File: src/rtl/core/dsmc_pkg.sv
// ----------------------------------------------------------------------------
// dsmc_pkg - display screen mode controller shared definitions
// Screen and event codes, register indexes, and the structs passed between
// the configuration registers, the step logic and the top level.
// ----------------------------------------------------------------------------
package dsmc_pkg;

  typedef enum logic [2:0] {
    SCR_OFF    = 3'd0,
    SCR_SPLASH = 3'd1,
    SCR_LAYOUT = 3'd2,
    SCR_VOLUME = 3'd3,
    SCR_HOME   = 3'd4
  } panel_screen_t;

  localparam logic [2:0] KIND_TICK      = 3'd0;
  localparam logic [2:0] KIND_KEY       = 3'd1;
  localparam logic [2:0] KIND_ENCODER   = 3'd2;
  localparam logic [2:0] KIND_SETTINGS  = 3'd3;
  localparam logic [2:0] KIND_HOUSEKEEP = 3'd4;

  localparam logic [2:0] REG_SPLASH_TIMEOUT = 3'd0;
  localparam logic [2:0] REG_ACTIVITY_QUIET = 3'd1;
  localparam logic [2:0] REG_VOLUME_TIMEOUT = 3'd2;
  localparam logic [2:0] REG_PANEL_TIMEOUT  = 3'd3;
  localparam logic [2:0] REG_CLOCK_DELAY    = 3'd4;
  localparam logic [2:0] REG_SYNC_WINDOW    = 3'd5;

  localparam logic [15:0] SPLASH_TIMEOUT_RST = 16'd3000;
  localparam logic [15:0] ACTIVITY_QUIET_RST = 16'd5000;
  localparam logic [15:0] VOLUME_TIMEOUT_RST = 16'd3000;
  localparam logic [31:0] PANEL_TIMEOUT_RST  = 32'd0;
  localparam logic [31:0] CLOCK_DELAY_RST    = 32'd0;
  localparam logic [15:0] SYNC_WINDOW_RST    = 16'd3000;

  localparam logic [31:0] EXPIRE_USER_MIN_MS = 32'd500;
  localparam logic [31:0] HOME_MIN_MS        = 32'd1000;

  localparam logic signed [1:0] VDIR_UP   = 2'sd1;
  localparam logic signed [1:0] VDIR_NONE = 2'sd0;
  localparam logic signed [1:0] VDIR_DOWN = -2'sd1;

  typedef struct packed {
    logic [15:0] splash_timeout_ms;
    logic [15:0] activity_quiet_ms;
    logic [15:0] volume_timeout_ms;
    logic [31:0] panel_timeout_ms;
    logic [31:0] clock_delay_ms;
    logic [15:0] sync_window_ms;
  } cfg_t;

  typedef struct packed {
    panel_screen_t screen;
    logic [31:0]   screen_age;
    logic [31:0]   user_idle_elapsed;
    logic [31:0]   volume_sync_elapsed;
    logic          volume_recent;
    logic [4:0]    last_layer;
  } state_t;

  typedef struct packed {
    logic [2:0]        kind;
    logic              display_enabled;
    logic [1:0]        encoder_index;
    logic              clockwise;
    logic signed [1:0] volume_dir;
    logic              matrix_seen;
    logic              key_animation;
    logic [4:0]        layer;
    logic              hid_update;
    logic              volume_moved;
    logic              media_changed;
    logic [31:0]       input_idle_ms;
  } item_t;

  typedef struct packed {
    logic [2:0]        screen;
    logic              panel_on;
    logic              load_screen;
    logic              layout_encoder;
    logic              layout_clockwise;
    logic signed [1:0] volume_step;
    logic              clear_volume_flag;
    logic              housekeep_screen;
  } result_t;

  function automatic logic [31:0] sat_inc(input logic [31:0] v);
    sat_inc = (v == 32'hFFFF_FFFF) ? v : v + 32'd1;
  endfunction

endpackage

File: src/rtl/core/dsmc_cfg.sv
// ----------------------------------------------------------------------------
// dsmc_cfg - configuration register file
// Six timing registers written through an indexed write channel; writes to
// an index beyond the last register are taken and dropped.
// ----------------------------------------------------------------------------
module dsmc_cfg
  import dsmc_pkg::*;
(
  input  logic        clk,
  input  logic        rst,
  input  logic        cfg_valid,
  output logic        cfg_ready,
  input  logic [2:0]  cfg_index,
  input  logic [31:0] cfg_data,
  output cfg_t        cfg
);

  assign cfg_ready = 1'b1;

  always_ff @(posedge clk) begin
    if (rst) begin
      cfg.splash_timeout_ms <= SPLASH_TIMEOUT_RST;
      cfg.activity_quiet_ms <= ACTIVITY_QUIET_RST;
      cfg.volume_timeout_ms <= VOLUME_TIMEOUT_RST;
      cfg.panel_timeout_ms  <= PANEL_TIMEOUT_RST;
      cfg.clock_delay_ms    <= CLOCK_DELAY_RST;
      cfg.sync_window_ms    <= SYNC_WINDOW_RST;
    end else if (cfg_valid && cfg_ready) begin
      unique case (cfg_index)
        REG_SPLASH_TIMEOUT: cfg.splash_timeout_ms <= cfg_data[15:0];
        REG_ACTIVITY_QUIET: cfg.activity_quiet_ms <= cfg_data[15:0];
        REG_VOLUME_TIMEOUT: cfg.volume_timeout_ms <= cfg_data[15:0];
        REG_PANEL_TIMEOUT:  cfg.panel_timeout_ms  <= cfg_data;
        REG_CLOCK_DELAY:    cfg.clock_delay_ms    <= cfg_data;
        REG_SYNC_WINDOW:    cfg.sync_window_ms    <= cfg_data[15:0];
        default: ;
      endcase
    end
  end

endmodule

File: src/rtl/core/dsmc_step.sv
// ----------------------------------------------------------------------------
// dsmc_step - screen selection logic for one event
// From the held state, the registers and one event, works out the next
// state and the result beat.
// ----------------------------------------------------------------------------
module dsmc_step
  import dsmc_pkg::*;
(
  input  cfg_t    cfg,
  input  state_t  cur,
  input  item_t   item,
  output state_t  nxt,
  output result_t res
);

  panel_screen_t     c;
  panel_screen_t     want;
  logic [31:0]       se;
  logic [31:0]       ui;
  logic [31:0]       vs;
  logic [31:0]       uidle;
  logic              rec;
  logic [4:0]        ll;
  logic              anim;
  logic              expired;
  logic              load;
  logic              lay_enc;
  logic              lay_cw;
  logic signed [1:0] vstep;
  logic              clr;
  logic              hk;

  always_comb begin
    c       = cur.screen;
    se      = cur.screen_age;
    ui      = cur.user_idle_elapsed;
    vs      = cur.volume_sync_elapsed;
    rec     = cur.volume_recent;
    ll      = cur.last_layer;
    want    = c;
    uidle   = ui;
    anim    = 1'b0;
    expired = 1'b0;
    load    = 1'b0;
    lay_enc = 1'b0;
    lay_cw  = 1'b0;
    vstep   = VDIR_NONE;
    clr     = 1'b0;
    hk      = 1'b0;

    unique case (item.kind)
      KIND_TICK: begin
        se = sat_inc(se);
        ui = sat_inc(ui);
        vs = sat_inc(vs);
      end
      KIND_KEY: begin
        if (item.display_enabled) begin
          ui = '0;
          se = '0;
          if (c != SCR_LAYOUT) begin
            c    = SCR_LAYOUT;
            load = 1'b1;
          end
        end
      end
      KIND_ENCODER: begin
        if (item.encoder_index == 2'd0) begin
          ui = '0;
          if (item.volume_dir != VDIR_NONE) begin
            if (c == SCR_LAYOUT) begin
              lay_enc = 1'b1;
              lay_cw  = item.clockwise;
            end else begin
              vstep = (item.volume_dir == VDIR_UP) ? VDIR_UP : VDIR_DOWN;
              se    = '0;
              vs    = '0;
              rec   = 1'b1;
              if (c != SCR_VOLUME) begin
                c    = SCR_VOLUME;
                load = 1'b1;
              end
            end
          end
        end
      end
      KIND_SETTINGS: begin
        ui = '0;
      end
      KIND_HOUSEKEEP: begin
        if (item.display_enabled) begin
          if (item.matrix_seen) begin
            ui = '0;
            se = '0;
            if (c != SCR_LAYOUT) begin
              c    = SCR_LAYOUT;
              load = 1'b1;
            end
          end
          want = c;
          anim = (c == SCR_LAYOUT) && item.key_animation;
          if (anim) begin
            se = '0;
          end
          if (item.layer != ll) begin
            ll = item.layer;
            ui = '0;
            if (c != SCR_OFF) begin
              want = SCR_LAYOUT;
            end
          end
          uidle = ui;
          if (c != SCR_OFF && item.hid_update) begin
            if (item.volume_moved) begin
              priority if (c == SCR_LAYOUT || want == SCR_LAYOUT) begin
                clr = 1'b1;
                rec = 1'b0;
              end else if (c == SCR_VOLUME || want == SCR_VOLUME) begin
                want = SCR_VOLUME;
                se   = '0;
                rec  = 1'b0;
              end else if (rec && vs < {16'd0, cfg.sync_window_ms}) begin
                clr = 1'b1;
                rec = 1'b0;
              end else begin
                want = SCR_VOLUME;
                se   = '0;
              end
            end
            if (!anim && uidle > {16'd0, cfg.activity_quiet_ms} && item.media_changed) begin
              want = SCR_HOME;
            end
          end
          if (want == c) begin
            expired = (cfg.panel_timeout_ms != 32'd0) &&
                      (item.input_idle_ms > cfg.panel_timeout_ms) &&
                      (uidle > EXPIRE_USER_MIN_MS);
            unique case (c)
              SCR_SPLASH: begin
                if (se > {16'd0, cfg.splash_timeout_ms}) want = SCR_LAYOUT;
              end
              SCR_LAYOUT: begin
                if (expired) begin
                  want = SCR_OFF;
                end else if (cfg.clock_delay_ms != 32'd0 && uidle > cfg.clock_delay_ms) begin
                  want = SCR_HOME;
                end
              end
              SCR_HOME: begin
                if (expired && se > HOME_MIN_MS) want = SCR_OFF;
              end
              SCR_VOLUME: begin
                if (se > {16'd0, cfg.volume_timeout_ms}) want = SCR_HOME;
              end
              default: ;
            endcase
          end
          if (want != c) begin
            se = '0;
            c  = want;
            if (want != SCR_OFF) load = 1'b1;
          end else if (c != SCR_OFF) begin
            hk = 1'b1;
          end
        end
      end
      default: ;
    endcase

    nxt.screen              = c;
    nxt.screen_age          = se;
    nxt.user_idle_elapsed   = ui;
    nxt.volume_sync_elapsed = vs;
    nxt.volume_recent       = rec;
    nxt.last_layer          = ll;

    res.screen            = c;
    res.panel_on          = (c != SCR_OFF);
    res.load_screen       = load;
    res.layout_encoder    = lay_enc;
    res.layout_clockwise  = lay_cw;
    res.volume_step       = vstep;
    res.clear_volume_flag = clr;
    res.housekeep_screen  = hk;
  end

endmodule

File: src/rtl/core/display_screen_mode_controller.sv
// ----------------------------------------------------------------------------
// display_screen_mode_controller - panel screen selection
// Takes one event beat per cycle (tick, key, encoder, settings change or
// housekeeping) and returns one status beat per event.
//
// Channels: event beats arrive on s_*, kind in s_tuser, the other fields in
// s_tdata. Result beats leave on m_*. Timing registers are written on cfg_*,
// which is always ready; write only while no event is in flight.
// Result: registered, and offered in the cycle after its event beat is accepted.
// Throughput: one event per cycle, set by the single result register; the
// event is applied to the screen state in the cycle it is accepted.
// Reset: screen is splash, all elapsed counters and the last layer are zero,
// registers take their default values, no result is pending.
// Stall: while a result beat waits with m_tready low, s_tready is low and the
// state holds; s_tready is high whenever the result register is empty or
// being emptied in the same cycle.
// ----------------------------------------------------------------------------
module display_screen_mode_controller
  import dsmc_pkg::*;
(
  input  logic        clk,
  input  logic        rst,
  input  logic        s_tvalid,
  output logic        s_tready,
  // [0] display_enabled, [2:1] encoder_index, [3] clockwise, [5:4] volume_dir,
  // [6] matrix_seen, [7] key_animation, [12:8] layer, [13] hid_update,
  // [14] volume_moved, [15] media_changed, [47:16] input_idle_ms
  input  logic [47:0] s_tdata,
  // [2:0] kind
  input  logic [2:0]  s_tuser,
  output logic        m_tvalid,
  input  logic        m_tready,
  // [2:0] screen, [3] panel_on, [4] load_screen, [5] layout_encoder,
  // [6] layout_clockwise, [8:7] volume_step, [9] clear_volume_flag,
  // [10] housekeep_screen, [15:11] zero
  output logic [15:0] m_tdata,
  input  logic        cfg_valid,
  output logic        cfg_ready,
  input  logic [2:0]  cfg_index,
  input  logic [31:0] cfg_data
);

  cfg_t    cfg;
  state_t  st;
  state_t  st_next;
  item_t   item;
  result_t res_next;
  result_t res_q;
  logic    accept;

  dsmc_cfg u_cfg (
    .clk       (clk),
    .rst       (rst),
    .cfg_valid (cfg_valid),
    .cfg_ready (cfg_ready),
    .cfg_index (cfg_index),
    .cfg_data  (cfg_data),
    .cfg       (cfg)
  );

  assign item.kind            = s_tuser;
  assign item.display_enabled = s_tdata[0];
  assign item.encoder_index   = s_tdata[2:1];
  assign item.clockwise       = s_tdata[3];
  assign item.volume_dir      = s_tdata[5:4];
  assign item.matrix_seen     = s_tdata[6];
  assign item.key_animation   = s_tdata[7];
  assign item.layer           = s_tdata[12:8];
  assign item.hid_update      = s_tdata[13];
  assign item.volume_moved    = s_tdata[14];
  assign item.media_changed   = s_tdata[15];
  assign item.input_idle_ms   = s_tdata[47:16];

  dsmc_step u_step (
    .cfg  (cfg),
    .cur  (st),
    .item (item),
    .nxt  (st_next),
    .res  (res_next)
  );

  assign s_tready = !m_tvalid || m_tready;
  assign accept   = s_tvalid && s_tready;

  always_ff @(posedge clk) begin
    if (rst) begin
      st.screen              <= SCR_SPLASH;
      st.screen_age          <= '0;
      st.user_idle_elapsed   <= '0;
      st.volume_sync_elapsed <= '0;
      st.volume_recent       <= 1'b0;
      st.last_layer          <= '0;
      m_tvalid               <= 1'b0;
    end else begin
      if (accept) begin
        st <= st_next;
      end
      if (accept) begin
        m_tvalid <= 1'b1;
      end else if (m_tready) begin
        m_tvalid <= 1'b0;
      end
    end
  end

  always_ff @(posedge clk) begin
    if (accept) begin
      res_q <= res_next;
    end
  end

  assign m_tdata = {5'd0, res_q.housekeep_screen, res_q.clear_volume_flag,
                    res_q.volume_step, res_q.layout_clockwise, res_q.layout_encoder,
                    res_q.load_screen, res_q.panel_on, res_q.screen};

  a_panel_matches_screen : assert property (@(posedge clk) disable iff (rst)
    m_tvalid |-> (res_q.panel_on == (res_q.screen != SCR_OFF)))
    else $error("panel_on disagrees with reported screen");

  a_load_not_off : assert property (@(posedge clk) disable iff (rst)
    m_tvalid && res_q.load_screen |-> res_q.screen != SCR_OFF)
    else $error("load pulse reported for the off screen");

  a_encoder_one_target : assert property (@(posedge clk) disable iff (rst)
    m_tvalid && res_q.layout_encoder |-> res_q.volume_step == VDIR_NONE)
    else $error("encoder turn handed to both layout and volume");

  a_state_holds_on_stall : assert property (@(posedge clk) disable iff (rst)
    !s_tready |=> $stable(st))
    else $error("screen state moved while no beat was taken");

  a_screen_tracks_result : assert property (@(posedge clk) disable iff (rst)
    m_tvalid |-> res_q.screen == st.screen)
    else $error("pending result screen differs from held screen");

endmodule
File: config.mk
export PLATFORM = sky130hd
export DESIGN_NAME = display_screen_mode_controller
export DESIGN_NICKNAME = d
export VERILOG_FILES = /design/src/rtl/core/dsmc_pkg.sv /design/src/rtl/core/dsmc_cfg.sv /design/src/rtl/core/dsmc_step.sv /design/src/rtl/core/display_screen_mode_controller.sv
export SDC_FILE = /design/constraint.sdc
export NUM_CORES = 1
export LEC_CHECK = 0
export BUFFER_PORTS_ARGS = -buffer_cell sky130_fd_sc_hd__buf_2
export CAP_MARGIN = 20
export CORE_AREA = 2 2 183 185
export CTS_CLUSTER_SIZE = 14
export DETAILED_ROUTE_END_ITERATION = 8
export DIE_AREA = 0 0 185 187
export GPL_TIMING_DRIVEN = 0
export MAX_ROUTING_LAYER = met4
export PLACE_DENSITY = 0.73
export SETUP_SLACK_MARGIN = 0.2
export SLEW_MARGIN = 10
export SYNTH_ARGS = -nofsm -noshare
export SYNTH_HDL_FRONTEND = slang
export SYNTH_HIERARCHICAL = 1
export SYNTH_SLANG_ARGS = --single-unit
File: constraint.sdc
create_clock -name clk -period 10.7 [get_ports clk]
set_input_delay 1.605 -clock clk [delete_from_list [all_inputs] [get_ports clk]]
set_output_delay 1.605 -clock clk [all_outputs]
set_load 0.03 [all_outputs]
Word level (Yosys, flattened, before mapping)
Cells that the tools add are included.

$add $sub $neg: 3. Order comparisons: 8. Equal/unequal tests: 36. Mux-type cells: 89. Bitwise operators: 5. Reduce and logical (&&, ||, !) cells: 45.

Operator list (count): $mux 32 (24); $pmux 32 s5 (1); $pmux 32 s4 (1); $add 32x1->32 const B (3); $eq 32x32->1 const B (3); $gt 32x16->1 (3); $mux 3 (31); $gt 32x32->1 (2); $pmux 32 s2 (1); $reduce_bool 32->1 (2); $gt 32x10->1 const B (1); $gt 32x9->1 const B (1); $lt 32x16->1 (1); $eq 3x2->1 const B (9); $mux 1 (26); $ne 2x2->1 const B (7); $eq 3x3->1 const B (4); $pmux 3 s4 (1); $reduce_and 2->1 (6); $reduce_and 4->1 (3); $reduce_and 6->1 (2); $logic_and 1x1->1 (10); $eq 3x1->1 const B (3); $pmux 3 s3 (1); other kinds (24) (40).

Register bits: 245. Input bits: 91. Output and inout bits: 19. Logic and storage cells: 207.

Depth between registers and ports, before layout
Depth in word-level cells: 30. Gate-level depth with buffers: 24. Depth with buffers taken out: 22.

Hierarchy
Netlist, hierarchy kept.

Modules (own cells, without submodules): dsmc_step (instances 1, cells each 1237, area each 7649.8 um^2, seq. area each 0.0 um^2); dsmc_cfg (instances 1, cells each 474, area each 5126.2 um^2, seq. area each 2562.5 um^2); display_screen_mode_controller (instances 1, cells each 500, area each 4962.3 um^2, seq. area each 2452.4 um^2).

Least setup slack after synthesis
No wires, ideal clock.

Path kind: in2reg. Start: input port s_tdata[12]. End: register res_q, in the netlist m_tdata[4], data pin. Setup time: 0.251 ns. Arrival: 5.633 ns. Setup slack: 4.815 ns. Cell stages on the path: 20. Buffers on the path: 3. Path through: xor2_1 > nor4_4 > nand3_1 > a31o_2 > buf_2 > clkbuf_1 > and3_1 > ha_1 > nand4_1 > nor4_1 > a21boi_0 > o31a_1 > a211oi_1 > a311oi_1 > o21ai_1 > or3_4 > a22oi_1 > nand2_1 > a311o_1 > buf_4.

Cells in the longest elaborated chain, start to end: 24. Elaborated cells on any way between the ends: 52. Those cells by class: order compare (6); eq/ne (5); mux (33); reduce/logical (8).

RTL lines: start, declared (RTL line display_screen_mode_controller.sv:28) `input logic [47:0] s_tdata,`; $ne 5x5->1 (*) (RTL line dsmc_step.sv:105) `if (item.layer != ll) begin`; $mux 3 (RTL line dsmc_step.sv:105); $mux 3 (RTL line dsmc_step.sv:91) `if (item.display_enabled) begin`; $mux 3 (RTL line dsmc_step.sv:51) `unique case (item.kind)`; $eq 3x2->1 (RTL line dsmc_step.sv:118) `end else if (c == SCR_VOLUME || want == SCR_VOLUME) begin`; $logic_or 1x1->1 (RTL line dsmc_step.sv:118); $mux 32 or $mux 3 (tied branches) (RTL line dsmc_step.sv:118); $mux 32 or $mux 3 (tied branches) (RTL line dsmc_step.sv:115) `priority if (c == SCR_LAYOUT || want == SCR_LAYOUT) begin`; [... 9 more ...]; $mux 3 (*) (RTL line dsmc_step.sv:91); $mux 3 (*) (RTL line dsmc_step.sv:51); $reduce_bool 3->1 (RTL line dsmc_step.sv:161) `if (want != SCR_OFF) load = 1'b1;`; $mux 1 (RTL line dsmc_step.sv:161); $mux 1 (*) (RTL line dsmc_step.sv:158) `if (want != c) begin`; $mux 1 (*) (RTL line dsmc_step.sv:91); $pmux 1 s3 (*) (RTL line dsmc_step.sv:51); via u_step.load (RTL line dsmc_step.sv:26) `logic load;`; end signal, assigned (RTL line display_screen_mode_controller.sv:108) `res_q <= res_next;`; end, declared (RTL line display_screen_mode_controller.sv:48) `result_t res_q;`.

Mark *: on every way through the listed nets, which the timed path passes. The rest lies on a longest branch. The select of a mux whose other input is x is not followed. A chain may end at the register's enable or synchronous reset.

==> summary.md <==
| Metric | Value |
|---|---|
| Die Height | 187 um |
| Initial antenna violation count | 2 |
| Hold Path Depth | 2 |
| Core area | about 33,000 um2 |
| Total track usage | 31.5% |
| CP most frequent cell | buf_2 |
| Met3 Use GR | under 10% |
| Vias per cell | 6.09 |
| Clk_lat worst skew | 0.56 ns |
| Crit path from | s_tdata[12] |
| Max-slew violation count | 0 |
| Highest-count cells in the layout ignoring fill and taps | 234 x dfxtp_1, 186 x a21oi_1, 178 x nand3_1, 150 x buf_2, 149 x inv_1 |
| R2R setup slack | 4.32 ns |
| Placement Rows | 67 |
| Min-delay worst type | reg -> reg |
| Max rail drop VDD | 0.138 mV |
| Sequential area share after synthesis | between 20 and 30% |
| First-pass iteration count of the detailed router | 6 |
| Async S/R FF share, synth | 0% |
| Seq cells post-synth | 245 |
| Hold_ws | 0.477 ns |
| Iter 0 DRT Violations | roughly 1.4k |
| Mapped Cells | 2,211 |
| Hold Fails Final Rpt | 0 |
| Die X | 185 um |
| WP data required | about 11 ns |
| Share of layout cells above drive strength 1 | 11.9% |
| Simple-Gate Fraction of Synth Area | 24.7% |
| CP startpoint kind | input port |
| Least-Margin Pin Slew | about 1.2 ns |
| Number of post-CTS setup repair buffers | 0 |
| Final worst path period share | 65.2% |
| GRT Residual Overflow | 0 |
| Max Cap Viol | 0 |
| Largest family of logic cells by synthesized area | simple AND/OR/NAND/NOR gates |
| Met2 GRT Util | between 50% and 60% |
| H-tree depth | 1 |
| DR DRC count | 0 |
| Area leader, netlist | dfxtp_1 |
| XOR/XNOR share of the synthesized area | 0.593% |
| Dominant synthesized flop cell | dfxtp_1 |
| RePlAce Congestion | 0.979 |
| Setup_tns | 0 ns |
| Area contributors post-synth | dfxtp_1 26%, ha_1 9.2%, mux2i_1 7.9% |
| Critical-path cell list | buf_2 > xor2_1 > nor4_4 > nand3_1 > a31o_2 > buf_2 > clkbuf_1 > and3_1 > ha_1 > nand4_1 > nor4_1 > a21boi_0 > o31a_1 > a211oi_1 > a311oi_1 > o211ai_1 > a31oi_1 > nor3_1 > a21oi_2 > buf_2 > a21oi_1 > nand3_1 > a21oi_1 |
| Vias in the first global route | 16.2k |
| WL per Instance | 19.1 um |
| Vias | 17.1k |
| Slowest CP cell | nor4_4 |
| R2R Path End | st[86] |
| Final WL | 53,700 um |
| Mux cell area share after synthesis | 8.28% |
| Area Growth Syn to Fin | 11.6% |
| Crit path DAT | 7.41 ns |
| Setup WS post-layout | ~3.7 ns |
| Number of synthesized flops with an enable pin | 11 |
| Dpl hpwl | 40,500 um |
| I/O pins | 110 |
| Syn_area_per_cell | 8.02 um2 |
| Mapped Area | between 15,000 and 20,000 um2 |
| Die area | 34,600 um2 |
| Normalized max-slew margin | 20.0% |
| Synth Area in Compound Gates | 21.2% |
| Nets | around 2.6k |
| Fillers | 3,004 |
| Post-CTS resize count | 0 |
| Setup violators final | 0 |
| Total clock sinks | ~250 |
| Clock transition at path regs | roughly 0.060 ns |
| Maximum clock rate | about 140 MHz |
| DP Worst Slack | between 3 and 4 ns |
| Largest net degree at the start of global routing | 15 |
| Status | complete, no violations |
| First-pass GRT wire length | 85,300 um |
| Post-route ant nets | 0 |
| Synth Warn # | 6 |
| Buffers added on ports | 96 |
| Pwr per Cell Area | 113 nW/um2 |
| Busiest grt layer | met2 |
| Worst Skew | approximately 0.016 ns |
| Initial Utilization | 54.0% |
| Synth cell types | 86 |
| R2R depth | 24 |
| Lkg Pwr | 8.28 nW |
| CTS tree | built |
| CP peak stage delay | 0.62 ns |
| Total CTS buffers | 29 |
| Cts hold-fix bufs | 0 |
| WHS Endpoint | u_cfg/cfg[124] |
| Top cell type's share of synthesized area | 26.4% |
| RSZ-0062 raised after global routing | false |
| Clock root buffer | clkbuf_16 |
| Post-layout util | 60.2% |
| Clock Path Buffers | 3 |
| Tmin final | between 6 and 7 ns |
| Origin of the worst min-delay path | u_cfg/cfg[124] |
| Worst reg2reg path startpoint | u_cfg/cfg[15] |
| Setup CP Type | in -> reg |
| Post-Synth Adder-Cell Area | just over 9% |
| Setup crit end kind | flop |
| Met1 Track Usage GR | between 40 and 50% |
| CP max FO | 10 |
| Commonest non-fill, non-tap cell in the layout | dfxtp_1 |
==> layout make-up <==
cell class	instances	area, um2	share of cell area [%]
Antenna cell	1	2.50	0.0126
Buffer	154	820	4.14
Clock buffer	33	761	3.84
Clock inverter	21	224	1.13
Inverter	149	559	2.83
Multi-Input combinational cell	1667	11400	57.4
Sequential cell	245	5010	25.3
Tap cell	448	561	2.83
Timing Repair Buffer	97	485	2.45
==> per-layer routing <==
metal	vias up	part of all wire [%]
li1	8238	-
met3	115	7.3
met2	644	47
met1	8151	43
met5	-	0
met4	0	3.3
==> flip-flops by register name, summed over array words and instances, names as in the netlist <==
| register | flops |
|---|---|
| m_tdata | 11 |
| u_cfg/cfg | 128 |
| st | 105 |
| m_tvalid | 1 |
==> worst max-delay path, delay by kind of cell <==
family,cells,cell delay [ns]
XOR/XNOR,1,0.17
AO/OA/AOI/OAI,10,2.45
AND/OR/NAND/NOR,7,1.94
adder cells (fa/ha/maj),1,0.31
buffers and inverters,4,0.90
==> metrics by stage <==
step / total power, mW / area [um2] / cells
floorplan: 1.13 / 17800 / 2215
global placement: 1.21 / 18800 / 2759
detailed placement: 1.22 / 18800 / 2759
CTS: 2.24 / 19800 / 2813
global route: 2.30 / 19800 / 2815
finish: 2.23 / 19800 / 2815
==> cell usage after synthesis, types with 10 or more instances <==
cell type and instances:
buf_2 54, nand3_1 178, a31oi_1 34, and2_1 11
o211ai_1 12, a21bo_2 21, o21ai_0 106, a21oi_1 186
nor4_1 39, nand2b_1 143, nor2_1 121, clkbuf_1 67
and3_1 66, inv_1 149, ha_1 130, a211oi_1 13
nand2_1 126, nor3_1 31, a21bo_1 84, mux2i_1 140
o31ai_1 15, edfxtp_1 11, dfxtp_1 234, and4_1 10
buf_4 16, buf_6 13, nand4_1 52
==> report_power, final <==
| group | switching (mW) | internal (mW) |
|---|---|---|
| Clock | 0.416 | 0.608 |
| Combinational | 0.174 | 0.0903 |
| Sequential | 0.0101 | 0.933 |
| Total | 0.600 | 1.63 |
==> cell families after synthesis <==
| logic type | count (synthesis) |
|---|---|
| AOI/OAI and AO/OA | 553 |
| and+or+nand+nor | 820 |
| muxes | 146 |
| other | 2 |
| xor gates and xnor gates | 12 |
| adders and majority gates | 130 |
| buffers and inverters | 303 |
| DFF | 245 |
==> worst max-delay path by stage <==
stage,to,slack (ns)
after floorplan,m_tdata[4],4.82
after global placement,st[72],3.33
after detailed placement,st[86],3.31
after CTS,st[86],3.88
after global routing,st[86],3.48
final,st[86],3.72
Note: power is estimated with default switching activity, not from simulation.
